### src/rtl/core/assert_macros.svh
// Assertion macros shared by the address generator RTL.
// Expects signals named clock and reset in the including scope.
`ifndef ASSERT_MACROS_SVH
`define ASSERT_MACROS_SVH

// Property must hold at every edge outside reset.
`define ASSERT_CLK(lbl, prop, msg) \
   lbl: assert property (@(posedge clock) disable iff (reset) prop) else $error(msg);

// Condition must never be seen outside reset.
`define ASSERT_NEVER(lbl, cond, msg) \
   lbl: assert property (@(posedge clock) disable iff (reset) !(cond)) else $error(msg);

`endif

### src/rtl/core/sbm_pkg.sv
// Shared types, constants and helpers of the scaled blit address generator.
// No dependencies.
package sbm_pkg;

   // texture geometry
   localparam int TEX_WIDTH     = 1024;
   localparam int TEX_HEIGHT    = 512;
   localparam int TILE_DIM      = 8;
   localparam int TILE_TEXELS   = 64;
   localparam int TILES_PER_ROW = TEX_WIDTH / TILE_DIM;

   // field widths
   localparam int DX_W    = 10;
   localparam int DY_W    = 9;
   localparam int SRC_W   = 12;
   localparam int PITCH_W = 14;
   localparam int CW_W    = 11;
   localparam int CH_W    = 10;
   localparam int OFF_W   = 26;
   localparam int TILE_W  = 19;
   localparam int NUM_W   = 22;   // dest coord times source size
   localparam int QUO_W   = 12;   // quotient bits kept before the clamp

   // divider pipeline shape
   localparam int DIV_STEPS_PER_STAGE = 2;
   localparam int DIV_STAGES          = QUO_W / DIV_STEPS_PER_STAGE;

   // csr port
   localparam int CSR_IDX_W  = 3;
   localparam int CSR_DATA_W = 14;
   localparam logic [CSR_IDX_W-1:0] CSR_SRC_WIDTH      = 3'd0;
   localparam logic [CSR_IDX_W-1:0] CSR_SRC_HEIGHT     = 3'd1;
   localparam logic [CSR_IDX_W-1:0] CSR_SRC_PITCH      = 3'd2;
   localparam logic [CSR_IDX_W-1:0] CSR_CONTENT_WIDTH  = 3'd3;
   localparam logic [CSR_IDX_W-1:0] CSR_CONTENT_HEIGHT = 3'd4;

   typedef struct packed {
      logic [SRC_W-1:0]   src_width;
      logic [SRC_W-1:0]   src_height;
      logic [PITCH_W-1:0] src_pitch;
      logic [CW_W-1:0]    content_width;
      logic [CH_W-1:0]    content_height;
   } sbm_cfg_type;

   // one restoring-division lane
   typedef struct packed {
      logic [NUM_W-1:0] rem;    // partial remainder
      logic [NUM_W-1:0] d_sh;   // divisor aligned to the current quotient bit
      logic [QUO_W-1:0] quo;
      logic             ovf;    // quotient does not fit QUO_W bits
   } sbm_lane_type;

   // fields that ride along with the division
   typedef struct packed {
      logic              in_range;
      logic [TILE_W-1:0] tile_offset;
   } sbm_side_type;

   // Morton spread of a 3-bit tile column: bits land at 0, 2, 4
   function automatic logic [5:0] morton_col(input logic [2:0] c);
      logic [5:0] r;
      case (c)
         3'd0: r = 6'd0;
         3'd1: r = 6'd1;
         3'd2: r = 6'd4;
         3'd3: r = 6'd5;
         3'd4: r = 6'd16;
         3'd5: r = 6'd17;
         3'd6: r = 6'd20;
         3'd7: r = 6'd21;
         default: r = 6'd0;
      endcase
      return r;
   endfunction

   // Morton spread of a 3-bit tile row: bits land at 1, 3, 5
   function automatic logic [5:0] morton_row(input logic [2:0] c);
      logic [5:0] r;
      case (c)
         3'd0: r = 6'd0;
         3'd1: r = 6'd2;
         3'd2: r = 6'd8;
         3'd3: r = 6'd10;
         3'd4: r = 6'd32;
         3'd5: r = 6'd34;
         3'd6: r = 6'd40;
         3'd7: r = 6'd42;
         default: r = 6'd0;
      endcase
      return r;
   endfunction

endpackage

### src/rtl/core/sbm_front.sv
// Front end: scale multiplies, range flag, tile offset, then overflow check.
// Depends on sbm_pkg.
module sbm_front import sbm_pkg::*; (
   input  logic              clock,
   input  logic              reset,
   input  sbm_cfg_type       cfg,
   input  logic              in_valid,
   output logic              in_ready,
   input  logic [DX_W-1:0]   dest_x,
   input  logic [DY_W-1:0]   dest_y,
   output logic              out_valid,
   input  logic              out_ready,
   output sbm_lane_type      out_lane_x,
   output sbm_lane_type      out_lane_y,
   output sbm_side_type      out_side
);

   // stage 1: products, range flag, tile index
   logic             f1_v_ff;
   logic [NUM_W-1:0] f1_nx_ff, f1_nx_in;
   logic [NUM_W-1:0] f1_ny_ff, f1_ny_in;
   sbm_side_type     f1_side_ff, f1_side_in;
   logic [31:0]      tile_wide;
   logic             f1_ready;

   // stage 2: overflow check, divisor alignment
   logic             f2_v_ff;
   sbm_lane_type     f2_lx_ff, f2_lx_in;
   sbm_lane_type     f2_ly_ff, f2_ly_in;
   sbm_side_type     f2_side_ff;
   logic             f2_ready;

   assign f2_ready = !f2_v_ff || out_ready;
   assign f1_ready = !f1_v_ff || f2_ready;
   assign in_ready = f1_ready;

   always_comb begin
      f1_nx_in = {{(NUM_W-DX_W){1'b0}}, dest_x} * {{(NUM_W-SRC_W){1'b0}}, cfg.src_width};
      f1_ny_in = {{(NUM_W-DY_W){1'b0}}, dest_y} * {{(NUM_W-SRC_W){1'b0}}, cfg.src_height};
      tile_wide = (32'(dest_y[DY_W-1:3]) * 32'(TILES_PER_ROW) + 32'(dest_x[DX_W-1:3]))
                  * 32'(TILE_TEXELS)
                  + 32'(morton_col(dest_x[2:0])) + 32'(morton_row(dest_y[2:0]));
      f1_side_in.tile_offset = tile_wide[TILE_W-1:0];
      f1_side_in.in_range = ({1'b0, dest_x} < cfg.content_width) &&
                            ({1'b0, dest_y} < cfg.content_height) &&
                            (int'(dest_x) < TEX_WIDTH) && (int'(dest_y) < TEX_HEIGHT);
   end

   always_ff @(posedge clock) begin
      if (reset) begin
         f1_v_ff <= 1'b0;
      end else if (f1_ready) begin
         f1_v_ff <= in_valid;
      end
      if (f1_ready && in_valid) begin
         f1_nx_ff   <= f1_nx_in;
         f1_ny_ff   <= f1_ny_in;
         f1_side_ff <= f1_side_in;
      end
   end

   // quotient fits QUO_W bits only if numerator < divisor << QUO_W;
   // a zero divisor always flags overflow, which the clamp resolves
   always_comb begin
      f2_lx_in.rem  = f1_nx_ff;
      f2_lx_in.d_sh = {cfg.content_width, {(QUO_W-1){1'b0}}};
      f2_lx_in.quo  = '0;
      f2_lx_in.ovf  = {1'b0, f1_nx_ff} >= {cfg.content_width, {QUO_W{1'b0}}};
      f2_ly_in.rem  = f1_ny_ff;
      f2_ly_in.d_sh = {1'b0, cfg.content_height, {(QUO_W-1){1'b0}}};
      f2_ly_in.quo  = '0;
      f2_ly_in.ovf  = {1'b0, f1_ny_ff} >= {1'b0, cfg.content_height, {QUO_W{1'b0}}};
   end

   always_ff @(posedge clock) begin
      if (reset) begin
         f2_v_ff <= 1'b0;
      end else if (f2_ready) begin
         f2_v_ff <= f1_v_ff;
      end
      if (f2_ready && f1_v_ff) begin
         f2_lx_ff   <= f2_lx_in;
         f2_ly_ff   <= f2_ly_in;
         f2_side_ff <= f1_side_ff;
      end
   end

   assign out_valid  = f2_v_ff;
   assign out_lane_x = f2_lx_ff;
   assign out_lane_y = f2_ly_ff;
   assign out_side   = f2_side_ff;

endmodule

### src/rtl/core/sbm_div_stage.sv
// One divider stage: two restoring-division steps on both lanes.
// Depends on sbm_pkg.
module sbm_div_stage import sbm_pkg::*; (
   input  logic         clock,
   input  logic         reset,
   input  logic         in_valid,
   output logic         in_ready,
   input  sbm_lane_type in_lane_x,
   input  sbm_lane_type in_lane_y,
   input  sbm_side_type in_side,
   output logic         out_valid,
   input  logic         out_ready,
   output sbm_lane_type out_lane_x,
   output sbm_lane_type out_lane_y,
   output sbm_side_type out_side
);

   logic         v_ff;
   sbm_lane_type lx_ff, lx_in;
   sbm_lane_type ly_ff, ly_in;
   sbm_side_type side_ff;

   function automatic sbm_lane_type div_step(input sbm_lane_type l);
      sbm_lane_type r;
      r = l;
      if (l.rem >= l.d_sh) begin
         r.rem = l.rem - l.d_sh;
         r.quo = {l.quo[QUO_W-2:0], 1'b1};
      end else begin
         r.quo = {l.quo[QUO_W-2:0], 1'b0};
      end
      r.d_sh = l.d_sh >> 1;
      return r;
   endfunction

   always_comb begin
      lx_in = in_lane_x;
      ly_in = in_lane_y;
      for (int k = 0; k < DIV_STEPS_PER_STAGE; k++) begin
         lx_in = div_step(lx_in);
         ly_in = div_step(ly_in);
      end
   end

   assign in_ready = !v_ff || out_ready;

   always_ff @(posedge clock) begin
      if (reset) begin
         v_ff <= 1'b0;
      end else if (in_ready) begin
         v_ff <= in_valid;
      end
      if (in_ready && in_valid) begin
         lx_ff   <= lx_in;
         ly_ff   <= ly_in;
         side_ff <= in_side;
      end
   end

   assign out_valid  = v_ff;
   assign out_lane_x = lx_ff;
   assign out_lane_y = ly_ff;
   assign out_side   = side_ff;

endmodule

### src/rtl/core/sbm_back.sv
// Back end: clamp to source size, row times pitch, final byte offset.
// Depends on sbm_pkg.
module sbm_back import sbm_pkg::*; (
   input  logic              clock,
   input  logic              reset,
   input  sbm_cfg_type       cfg,
   input  logic              in_valid,
   output logic              in_ready,
   input  sbm_lane_type      in_lane_x,
   input  sbm_lane_type      in_lane_y,
   input  sbm_side_type      in_side,
   output logic              out_valid,
   input  logic              out_ready,
   output logic              out_in_range,
   output logic [SRC_W-1:0]  out_src_x,
   output logic [SRC_W-1:0]  out_src_y,
   output logic [OFF_W-1:0]  out_src_byte_offset,
   output logic [TILE_W-1:0] out_tile_offset
);

   // stage 1: clamp
   logic             b1_v_ff;
   logic [SRC_W-1:0] b1_sx_ff, b1_sx_in;
   logic [SRC_W-1:0] b1_sy_ff, b1_sy_in;
   sbm_side_type     b1_side_ff;
   logic [SRC_W-1:0] top_x, top_y;
   logic             b1_ready;

   // stage 2: row offset product
   logic             b2_v_ff;
   logic [OFF_W-1:0] b2_prod_ff, b2_prod_in;
   logic [SRC_W-1:0] b2_sx_ff, b2_sy_ff;
   sbm_side_type     b2_side_ff;
   logic             b2_ready;

   // stage 3: output register
   logic             b3_v_ff;
   logic [OFF_W-1:0] b3_off_ff, b3_off_in;
   logic [SRC_W-1:0] b3_sx_ff, b3_sy_ff;
   sbm_side_type     b3_side_ff;
   logic             b3_ready;

   assign b3_ready = !b3_v_ff || out_ready;
   assign b2_ready = !b2_v_ff || b3_ready;
   assign b1_ready = !b1_v_ff || b2_ready;
   assign in_ready = b1_ready;

   always_comb begin
      top_x = (cfg.src_width == '0) ? '0 : cfg.src_width - SRC_W'(1);
      top_y = (cfg.src_height == '0) ? '0 : cfg.src_height - SRC_W'(1);
      b1_sx_in = (in_lane_x.ovf || in_lane_x.quo > top_x) ? top_x : in_lane_x.quo;
      b1_sy_in = (in_lane_y.ovf || in_lane_y.quo > top_y) ? top_y : in_lane_y.quo;
   end

   always_ff @(posedge clock) begin
      if (reset) begin
         b1_v_ff <= 1'b0;
      end else if (b1_ready) begin
         b1_v_ff <= in_valid;
      end
      if (b1_ready && in_valid) begin
         b1_sx_ff   <= b1_sx_in;
         b1_sy_ff   <= b1_sy_in;
         b1_side_ff <= in_side;
      end
   end

   assign b2_prod_in = {{(OFF_W-SRC_W){1'b0}}, b1_sy_ff} *
                       {{(OFF_W-PITCH_W){1'b0}}, cfg.src_pitch};

   always_ff @(posedge clock) begin
      if (reset) begin
         b2_v_ff <= 1'b0;
      end else if (b2_ready) begin
         b2_v_ff <= b1_v_ff;
      end
      if (b2_ready && b1_v_ff) begin
         b2_prod_ff <= b2_prod_in;
         b2_sx_ff   <= b1_sx_ff;
         b2_sy_ff   <= b1_sy_ff;
         b2_side_ff <= b1_side_ff;
      end
   end

   // sum wraps to OFF_W bits
   assign b3_off_in = b2_prod_ff + {{(OFF_W-SRC_W-1){1'b0}}, b2_sx_ff, 1'b0};

   always_ff @(posedge clock) begin
      if (reset) begin
         b3_v_ff <= 1'b0;
      end else if (b3_ready) begin
         b3_v_ff <= b2_v_ff;
      end
      if (b3_ready && b2_v_ff) begin
         b3_off_ff  <= b3_off_in;
         b3_sx_ff   <= b2_sx_ff;
         b3_sy_ff   <= b2_sy_ff;
         b3_side_ff <= b2_side_ff;
      end
   end

   assign out_valid           = b3_v_ff;
   assign out_in_range        = b3_side_ff.in_range;
   assign out_src_x           = b3_sx_ff;
   assign out_src_y           = b3_sy_ff;
   assign out_src_byte_offset = b3_off_ff;
   assign out_tile_offset     = b3_side_ff.tile_offset;

endmodule

### src/rtl/core/scaled_blit_morton_address_gen.sv
// Top level of the scaled blit / Morton tile address generator.
// Depends on sbm_pkg, sbm_front, sbm_div_stage, sbm_back, assert_macros.svh.
//
//   port group | dir | transaction
//   req_*      | in  | one destination texel (dest_x, dest_y), valid/ready
//   rsp_*      | out | range flag, source x/y, source byte offset, tile offset
//   csr_*      | in  | register write, index 0..4, no read-back
//
// The pipe holds 2 front stages (multiply, overflow check), 6 divider
// stages at 2 quotient bits each, and 3 back stages (clamp, pitch multiply, add).
// Throughput is one transaction per cycle unless rsp stalls; the 2-bit divider stage sets the depth.
// Reset (synchronous) clears the valid bits and loads the register defaults.
// Every stage has its own ready, so bubbles collapse and a stalled rsp side
// holds its data; new requests keep filling until the pipe is full.
`include "assert_macros.svh"

module scaled_blit_morton_address_gen import sbm_pkg::*; (
   input  logic                  clock,
   input  logic                  reset,
   // request channel
   input  logic                  req_valid,
   output logic                  req_ready,
   input  logic [DX_W-1:0]       req_dest_x,
   input  logic [DY_W-1:0]       req_dest_y,
   // response channel
   output logic                  rsp_valid,
   input  logic                  rsp_ready,
   output logic                  rsp_in_range,
   output logic [SRC_W-1:0]      rsp_src_x,
   output logic [SRC_W-1:0]      rsp_src_y,
   output logic [OFF_W-1:0]      rsp_src_byte_offset,
   output logic [TILE_W-1:0]     rsp_tile_offset,
   // register write port
   input  logic                  csr_we,
   input  logic [CSR_IDX_W-1:0]  csr_index,
   input  logic [CSR_DATA_W-1:0] csr_wdata
);

   // configuration registers
   logic [SRC_W-1:0]   src_width_ff;
   logic [SRC_W-1:0]   src_height_ff;
   logic [PITCH_W-1:0] src_pitch_ff;
   logic [CW_W-1:0]    content_width_ff;
   logic [CH_W-1:0]    content_height_ff;
   sbm_cfg_type        cfg;

   // divider chain; index 0 is the front end output
   logic         div_v   [DIV_STAGES+1];
   logic         div_rdy [DIV_STAGES+1];
   sbm_lane_type div_lx  [DIV_STAGES+1];
   sbm_lane_type div_ly  [DIV_STAGES+1];
   sbm_side_type div_sd  [DIV_STAGES+1];

   always_ff @(posedge clock) begin
      if (reset) begin
         src_width_ff      <= SRC_W'(640);
         src_height_ff     <= SRC_W'(480);
         src_pitch_ff      <= PITCH_W'(1280);
         content_width_ff  <= CW_W'(640);
         content_height_ff <= CH_W'(480);
      end else if (csr_we) begin
         case (csr_index)
            CSR_SRC_WIDTH:      src_width_ff      <= csr_wdata[SRC_W-1:0];
            CSR_SRC_HEIGHT:     src_height_ff     <= csr_wdata[SRC_W-1:0];
            CSR_SRC_PITCH:      src_pitch_ff      <= csr_wdata[PITCH_W-1:0];
            CSR_CONTENT_WIDTH:  content_width_ff  <= csr_wdata[CW_W-1:0];
            CSR_CONTENT_HEIGHT: content_height_ff <= csr_wdata[CH_W-1:0];
            default: ;  // unknown index: write dropped
         endcase
      end
   end

   // the user must change registers only while the pipe is empty, unenforced; stages read them live
   assign cfg.src_width      = src_width_ff;
   assign cfg.src_height     = src_height_ff;
   assign cfg.src_pitch      = src_pitch_ff;
   assign cfg.content_width  = content_width_ff;
   assign cfg.content_height = content_height_ff;

   sbm_front u_front (
      .clock      (clock),
      .reset      (reset),
      .cfg        (cfg),
      .in_valid   (req_valid),
      .in_ready   (req_ready),
      .dest_x     (req_dest_x),
      .dest_y     (req_dest_y),
      .out_valid  (div_v[0]),
      .out_ready  (div_rdy[0]),
      .out_lane_x (div_lx[0]),
      .out_lane_y (div_ly[0]),
      .out_side   (div_sd[0])
   );

   // floor(d * size / content), MSB quotient bits first
   for (genvar g = 0; g < DIV_STAGES; g++) begin : g_div
      sbm_div_stage u_div (
         .clock      (clock),
         .reset      (reset),
         .in_valid   (div_v[g]),
         .in_ready   (div_rdy[g]),
         .in_lane_x  (div_lx[g]),
         .in_lane_y  (div_ly[g]),
         .in_side    (div_sd[g]),
         .out_valid  (div_v[g+1]),
         .out_ready  (div_rdy[g+1]),
         .out_lane_x (div_lx[g+1]),
         .out_lane_y (div_ly[g+1]),
         .out_side   (div_sd[g+1])
      );
   end

   sbm_back u_back (
      .clock               (clock),
      .reset               (reset),
      .cfg                 (cfg),
      .in_valid            (div_v[DIV_STAGES]),
      .in_ready            (div_rdy[DIV_STAGES]),
      .in_lane_x           (div_lx[DIV_STAGES]),
      .in_lane_y           (div_ly[DIV_STAGES]),
      .in_side             (div_sd[DIV_STAGES]),
      .out_valid           (rsp_valid),
      .out_ready           (rsp_ready),
      .out_in_range        (rsp_in_range),
      .out_src_x           (rsp_src_x),
      .out_src_y           (rsp_src_y),
      .out_src_byte_offset (rsp_src_byte_offset),
      .out_tile_offset     (rsp_tile_offset)
   );

   // clamp keeps source coordinates inside the surface
   `ASSERT_NEVER(a_src_x_bound, rsp_valid && src_width_ff != '0 && rsp_src_x >= src_width_ff, "src_x beyond source width")
   `ASSERT_NEVER(a_src_y_bound, rsp_valid && src_height_ff != '0 && rsp_src_y >= src_height_ff, "src_y beyond source height")
   // offset parity follows row times pitch, since the column term is even
   `ASSERT_NEVER(a_offset_parity, rsp_valid && (rsp_src_byte_offset[0] != (rsp_src_y[0] & src_pitch_ff[0])), "byte offset parity mismatch")
   // an empty output stage must leave the whole pipe open
   `ASSERT_CLK(a_ready_when_drained, !rsp_valid |-> req_ready, "request stalled with empty output")

endmodule
### config.mk
export PLATFORM = sky130hd
export DESIGN_NAME = scaled_blit_morton_address_gen
export DESIGN_NICKNAME = d
export VERILOG_FILES = /design/src/rtl/core/sbm_pkg.sv /design/src/rtl/core/sbm_front.sv /design/src/rtl/core/sbm_div_stage.sv /design/src/rtl/core/sbm_back.sv /design/src/rtl/core/scaled_blit_morton_address_gen.sv
export VERILOG_INCLUDE_DIRS = /design/src /design/src/rtl/core
export SDC_FILE = /design/constraint.sdc
export NUM_CORES = 2
export LEC_CHECK = 0
export BUFFER_PORTS_ARGS = -buffer_cell sky130_fd_sc_hd__buf_2
export CORE_MARGIN = 2
export CORE_UTILIZATION = 36
export CTS_CLUSTER_DIAMETER = 40
export DETAILED_ROUTE_END_ITERATION = 10
export PLACE_DENSITY = 0.5
export SETUP_SLACK_MARGIN = 0.02
export SLEW_MARGIN = 20
export SYNTH_ARGS = -nofsm -noshare
export SYNTH_HDL_FRONTEND = slang
export SYNTH_SLANG_ARGS = --single-unit
### constraint.sdc
create_clock -name clock -period 13.8 [get_ports clock]
set_clock_uncertainty 0.05 [all_clocks]
set_input_delay 2.07 -clock clock [delete_from_list [all_inputs] [get_ports clock]]
set_output_delay 2.07 -clock clock [all_outputs]
set_load 0.02 [all_outputs]
### Yosys cells after proc, flatten, opt, wreduce, memory -nomap -nowiden

Memory sizes are Yosys's and may differ from the RTL's.
Index checks and enable logic that the tools add are counted.

| operators by class | value |
|---|---|
| add/subtract/negate cells | 28 |
| multipliers | 3 |
| $lt $le $gt $ge | 30 |
| eq/ne operators | 4 |
| multiplexer cells | 50 |
| reductions and logical operators | 44 |

Operator list:

| kind | count |
|---|---|
| two-way mux 22 bit | 22 |
| two-way mux 12 bit | 4 |
| >= comparator 22 x 11 -> 1 bit | 2 |
| >= comparator 22 x 12 -> 1 bit | 2 |
| >= comparator 22 x 13 -> 1 bit | 2 |
| >= comparator 22 x 14 -> 1 bit | 2 |
| >= comparator 22 x 15 -> 1 bit | 2 |
| >= comparator 22 x 16 -> 1 bit | 2 |
| >= comparator 22 x 17 -> 1 bit | 2 |
| >= comparator 22 x 18 -> 1 bit | 2 |
| >= comparator 22 x 19 -> 1 bit | 2 |
| >= comparator 22 x 20 -> 1 bit | 2 |
| subtractor 22 x 12 -> 22 bit | 2 |
| subtractor 22 x 13 -> 22 bit | 2 |
| subtractor 22 x 14 -> 22 bit | 2 |
| subtractor 22 x 15 -> 22 bit | 2 |
| subtractor 22 x 16 -> 22 bit | 2 |
| subtractor 22 x 17 -> 22 bit | 2 |
| subtractor 22 x 18 -> 22 bit | 2 |
| subtractor 22 x 19 -> 22 bit | 2 |
| subtractor 22 x 20 -> 22 bit | 2 |
| adder 19 x 6 -> 19 bit | 2 |
| adder 26 x 13 -> 26 bit | 1 |
| multiplier 12 x 14 -> 26 bit | 1 |
| other kinds (27) | 91 |

| word-level totals | value |
|---|---|
| register bits after elaboration | 944 |
| memory bits (read-only) | 48 |
| output and inout port bits | 72 |
| logic and storage cells | 259 |
| memories | 2 |

Memory list:

| memory | words | width | read ports | clocked after memory_dff | wr ports | line | source |
|---|---|---|---|---|---|---|---|
| (no name shown) | 8 | 3 | 1 | 0 | 0 | sbm_pkg.sv:62 | `case (c)` |
| (no name shown) | 8 | 3 | 1 | 0 | 0 | sbm_pkg.sv:79 | `case (c)` |

### Depth between registers and ports, before layout

| logic depth | value |
|---|---|
| word-level depth | 13 |
| depth in mapped cells | 25 |

### Modules after synthesis

From an unflattened synthesis, not the netlist that was laid out.

| unflattened totals | value |
|---|---|
| cells, all modules | 7,915 |
| area, all modules | 85,032.8 sq um |

By module, submodules not included:

| module | instances | cells an instance | area an instance (sq um) |
|---|---|---|---|
| sbm_div_stage (g_div[3].u_div ...) | 3 | 873 | 9,318.9 |
| sbm_front | 1 | 1,218 | 13,372.8 |
| sbm_back | 1 | 1,168 | 13,351.6 |
| sbm_div_stage (g_div[0].u_div) | 1 | 911 | 9,482.8 |
| sbm_div_stage (g_div[2].u_div) | 1 | 907 | 9,351.5 |
| sbm_div_stage (g_div[1].u_div) | 1 | 874 | 9,167.5 |
| scaled_blit_morton_address_gen | 1 | 218 | 2,349.8 |

### Least setup slack after synthesis

Ideal clock, no wire load.

| timing path | value |
|---|---|
| kind | in2reg |
| start | in rsp_ready |
| end | reg g_div[3].u_div.lx_ff (netlist bit g_div[3].u_div.out_lane_x[0]), enable pin |
| setup time | 0.722 ns |
| data arrival time | 10.134 ns |
| data required time | 13.028 ns |
| path slack | 2.894 ns |
| stages on the path | 5 |
| buffers on the path | 1 |
| cells stage by stage | nor2b_1 > and3_1 > and3_1 > clkbuf_1 > a21boi_0 |

| on the way | value |
|---|---|
| cells in the longest elaborated chain, start to end | 7 |

Ends and longest elaborated chain:

| what | line | source |
|---|---|---|
| start: declaration | scaled_blit_morton_address_gen.sv:27 | `input logic rsp_ready,` |
| logical OR 1 bit | sbm_back.sv:43 | `assign b3_ready = !b3_v_ff \|\| out_ready;` |
| logical OR 1 bit | sbm_back.sv:44 | `assign b2_ready = !b2_v_ff \|\| b3_ready;` |
| logical OR 1 bit | sbm_back.sv:45 | `assign b1_ready = !b1_v_ff \|\| b2_ready;` |
| logical OR 1 bit (3 in series) | sbm_div_stage.sv:45 | `assign in_ready = !v_ff \|\| out_ready;` |
| logical AND 1 bit | sbm_div_stage.sv:53 | `if (in_ready && in_valid) begin` |
| end signal: assignment | sbm_div_stage.sv:54 | `lx_ff <= lx_in;` |
| end: declaration | sbm_div_stage.sv:19 | `sbm_lane_type lx_ff, lx_in;` |

Every way passes these cells.
A chain may end at the register's enable or synchronous reset.

### Worst setup path after layout

| timing path | value |
|---|---|
| start | in rsp_ready |
| end | out req_ready |

| on the way | value |
|---|---|
| cells in the longest elaborated chain, start to end | 11 |

Ends and longest elaborated chain:

| what | line | source |
|---|---|---|
| logical OR 1 bit | sbm_back.sv:43 |  |
| logical OR 1 bit | sbm_back.sv:44 |  |
| logical OR 1 bit | sbm_back.sv:45 |  |
| logical OR 1 bit (6 in series) | sbm_div_stage.sv:45 |  |
| logical OR 1 bit | sbm_front.sv:33 | `assign f2_ready = !f2_v_ff \|\| out_ready;` |
| logical OR 1 bit | sbm_front.sv:34 | `assign f1_ready = !f1_v_ff \|\| f2_ready;` |
| end: declaration | scaled_blit_morton_address_gen.sv:22 | `output logic req_ready,` |

Every way passes these cells.

==> results.md <==
- Status: completed
- Starting Density: 36.3%
- Clk buf depth: 3
- First-pass GRT wire length: 225000 um
- Setup Buffers After CTS: 0
- RD Place Congestion: 0.844
- Final nets: 6369
- Worst EP arrival: 5.18 ns
- Die Wd: 412 um
- Critical Path End Type: primary output
- Slew margin rel.: 19.8%
- Startpoint Class: input pin
- All-layer global routing usage: 16.9%
- Comb pwr share: 14.2%
- CTS Buf Count: 139
- Final setup fails: 0
- Antenna violations before repair: 23
- Maximum vdd ir drop: 0.0939 mV
- Peak Freq: 137 MHz
- RR Startpoint: u_back.b1_sy_ff[3]
- P_int: 6020 uW
- I/O Buffers: 112
- Pleak: 0.0273 uW
- Seq/Total Area, Yosys: 46.1%
- Top cell type's share of synthesized area: 43.8%
- Resized Gates After CTS: 0
- Final period util: 52.9%
- Async S/R FF share, synth: 0%
- Post-synth EDFFs: 874
- Main synth FF type: edfxtp_1
- Pin count of the biggest net entering global routing: 71
- Top Metal Used: met5
- Clock transition at the registers of the reported paths: 0.05 ns
- Synth unique cells: 84
- Slew Limit Fails: 0
- Power, Total: 8100 uW
- Fin area: 68100 um^2
- Worst Tran Pin Value: 1.19 ns
- P_sw: 2090 uW
- WP data required: 11.68 ns
- Most frequent cells in the layout: edfxtp_1 (874), nand2_1 (595), inv_1 (594), ha_1 (488), a21oi_1 (295)
- Worst hold start: g_div[5].u_div.out_side[15]
- Wire length on met1: 69600 um
- Worst R2R End: u_back.b2_prod_ff[25]
- HP Class: reg2reg
- Total wire length: 142000 um
- Drt drc: 0
- Critical path class: in2out
- #FFs+latches synth: 944
- Detailed Route Iter0 Violations: 2280
- DIE HEIGHT: 412 um
- Total iterations of the first detailed-routing run: 7
- FF-to-FF path depth: 20
- Crit path from: rsp_ready
- Share of layout cells above drive strength 1: 9.52%
- CTS Root Buffer Type: clkbuf_16
- Synthesized cell area: 60000 um^2
- # H-tree levels: 4
- Met2 wire length: 63200 um
- Metal3 WL: 5810 um
- Synthesized area per cell: 11.1 um^2
- CTS sink cnt: 944
- Final hold viol count: 0
- CTS Hold Bufs: 0
- Critical-path maximum fanout: 7
- Warnings, synthesis: 0
- Cell taking the most area after synthesis: edfxtp_1
- Std-Cell Rows: 149
- Antenna viol nets, final: 0
- Max-Cap Viols: 0
- Sw Ratio: 25.7%
- GRT overflow: 0
- RSZ-0062 raised after global routing: no
- Minimum clock period: 7.30 ns
- CTS tree: done
- Placed Cells: 7594
- Vias: 38951
- Worst-Skew Late Latency: 0.76 ns
- Syn Nets: 6210
- Syn Inst Count: 5389
- Commonest non-fill, non-tap cell in the layout: edfxtp_1
- Setup crit end: req_ready
- Placement Cell Area: 63200 um^2
- Wire per inst: 18.0 um
- HPWL after DPL: 110000 um
- Final TNS setup: 0 ns
- Clock share of power: 44.7%
- Vias per cell: 4.96
- Final cell count without fillers: 7858
- PwrDens: 119 nW/um^2
- I/O pin total: 113
- Die ar.: 170000 um^2
- Number of global-route vias before repair: 39706
- Core area: 165000 um^2
- Seq pwr share: 41.1%
- Area grow syn2layout: 13.5%
- Dominant cells by area after synthesis: edfxtp_1 (44%), ha_1 (10%), fa_1 (9.7%)
- Flop-to-flop setup slack: 7.33 ns
- Fin Hold WS: 0.358 ns
## layout make-up
type                       count  area (um^2)
antenna                        9         22.5
tap                         2189         2740
timing repair buffer         153          885
clock inverter                88         1140
clock buffer                 165         3690
multi-input combinational   3712        29700
sequential                   944        27600
fill                       15821        97100
inverter                     598         2240
## through the flow
step           worst slack [ns]  util (%)
3_3_place_gp               5.71      38.2
6_report                   6.50      41.2
2_1_floorplan              2.89         -
4_1_cts                    6.52      41.2
3_5_place_dp               5.75      38.2
5_1_grt                    6.11      41.2
## power groups by stage
stage / Clock, uW / Sequential (uW) / Combinational [uW]
5_1_grt: 3830 / 3340 / 1320
4_1_cts: 3720 / 3330 / 1160
2_1_floorplan: 0 / 3340 / 897
3_3_place_gp: 0 / 3390 / 1150
3_5_place_dp: 0 / 3390 / 1150
6_report: 3620 / 3330 / 1150
## sequential cells by signal (all words and copies together) (netlist names), 19 cells and up
register,cells
g_div.u_div.out_lane_x,213
g_div.u_div.out_lane_y,208
g_div.u_div.out_side,120
u_back.b1_side_ff,20
u_back.b2_prod_ff,26
u_back.b2_side_ff,20
u_back.out_src_byte_offset,26
u_back.out_tile_offset,19
u_front.f1_nx_ff,22
u_front.f1_ny_ff,21
u_front.f1_side_ff,20
u_front.out_lane_x,34
u_front.out_lane_y,32
u_front.out_side,20
## cells in the mapped netlist, drive strengths merged, types with 10 or more instances
cell	n
clkbuf	125
xnor2	210
nand3	78
a21oi	295
a211oi	38
inv	596
a31oi	21
dfxtp	70
a211o	10
nor3b	10
fa	292
nor2b	71
nand3b	19
o31ai	20
and2	178
nor4	51
nand2b	52
o21bai	26
nand2	595
a21boi	19
nor2	244
o21a	50
and4	14
nor3	85
xor2	93
mux2i	37
nand4	65
a21o	108
or4	17
o211ai	16
buf	10
ha	488
and3	28
mux2	90
o31a	10
o21ai	214
edfxtp	874
or3	32
or2	32
## routing by layer
layer,track usage [%],vias up
met4,4.56,16
met3,2.83,218
met1,24.1,18762
li1,-,19298
met2,26.7,657
met5,0,-
## how the worst min path moves through the flow
| stage | to | slack (ns) | depth (start not counted) |
|---|---|---|---|
| final | u_back.b1_side_ff[15] | 0.36 | 0 |
| after global routing | g_div[4].u_div.out_lane_x[9] | 0.36 | 0 |
| after CTS | u_back.b1_side_ff[15] | 0.36 | 0 |
| after detailed placement | g_div[0].u_div.out_lane_y[0] | 0.35 | 0 |
| after global placement | u_back.b2_sx_ff[3] | 0.35 | 0 |
| after floorplan | g_div[0].u_div.out_lane_x[0] | 0.35 | 0 |
## logic make-up (layout without fill, tap and decap cells)
group | after synthesis | in the layout | synth area share [%]
buf+inv | 733 | 1004 | 4.61
compound gates | 903 | 903 | 9.40
mux | 127 | 127 | 2.31
xor+xnor | 303 | 303 | 4.43
fa+ha+maj | 780 | 780 | 19.9
other cells | 0 | 9 | 0
simple gates | 1599 | 1599 | 13.2
flops | 944 | 944 | 46.1
## critical path, cell delays in order
cell and delay (ns):
buf_2 0.09, nor2b_1 0.66, and3_1 0.45, and3_1 0.46, nand3_1 0.15, nor2_1 0.61, nand4_1 0.40, buf_2 0.28
(Power assumes the default switching activity.)
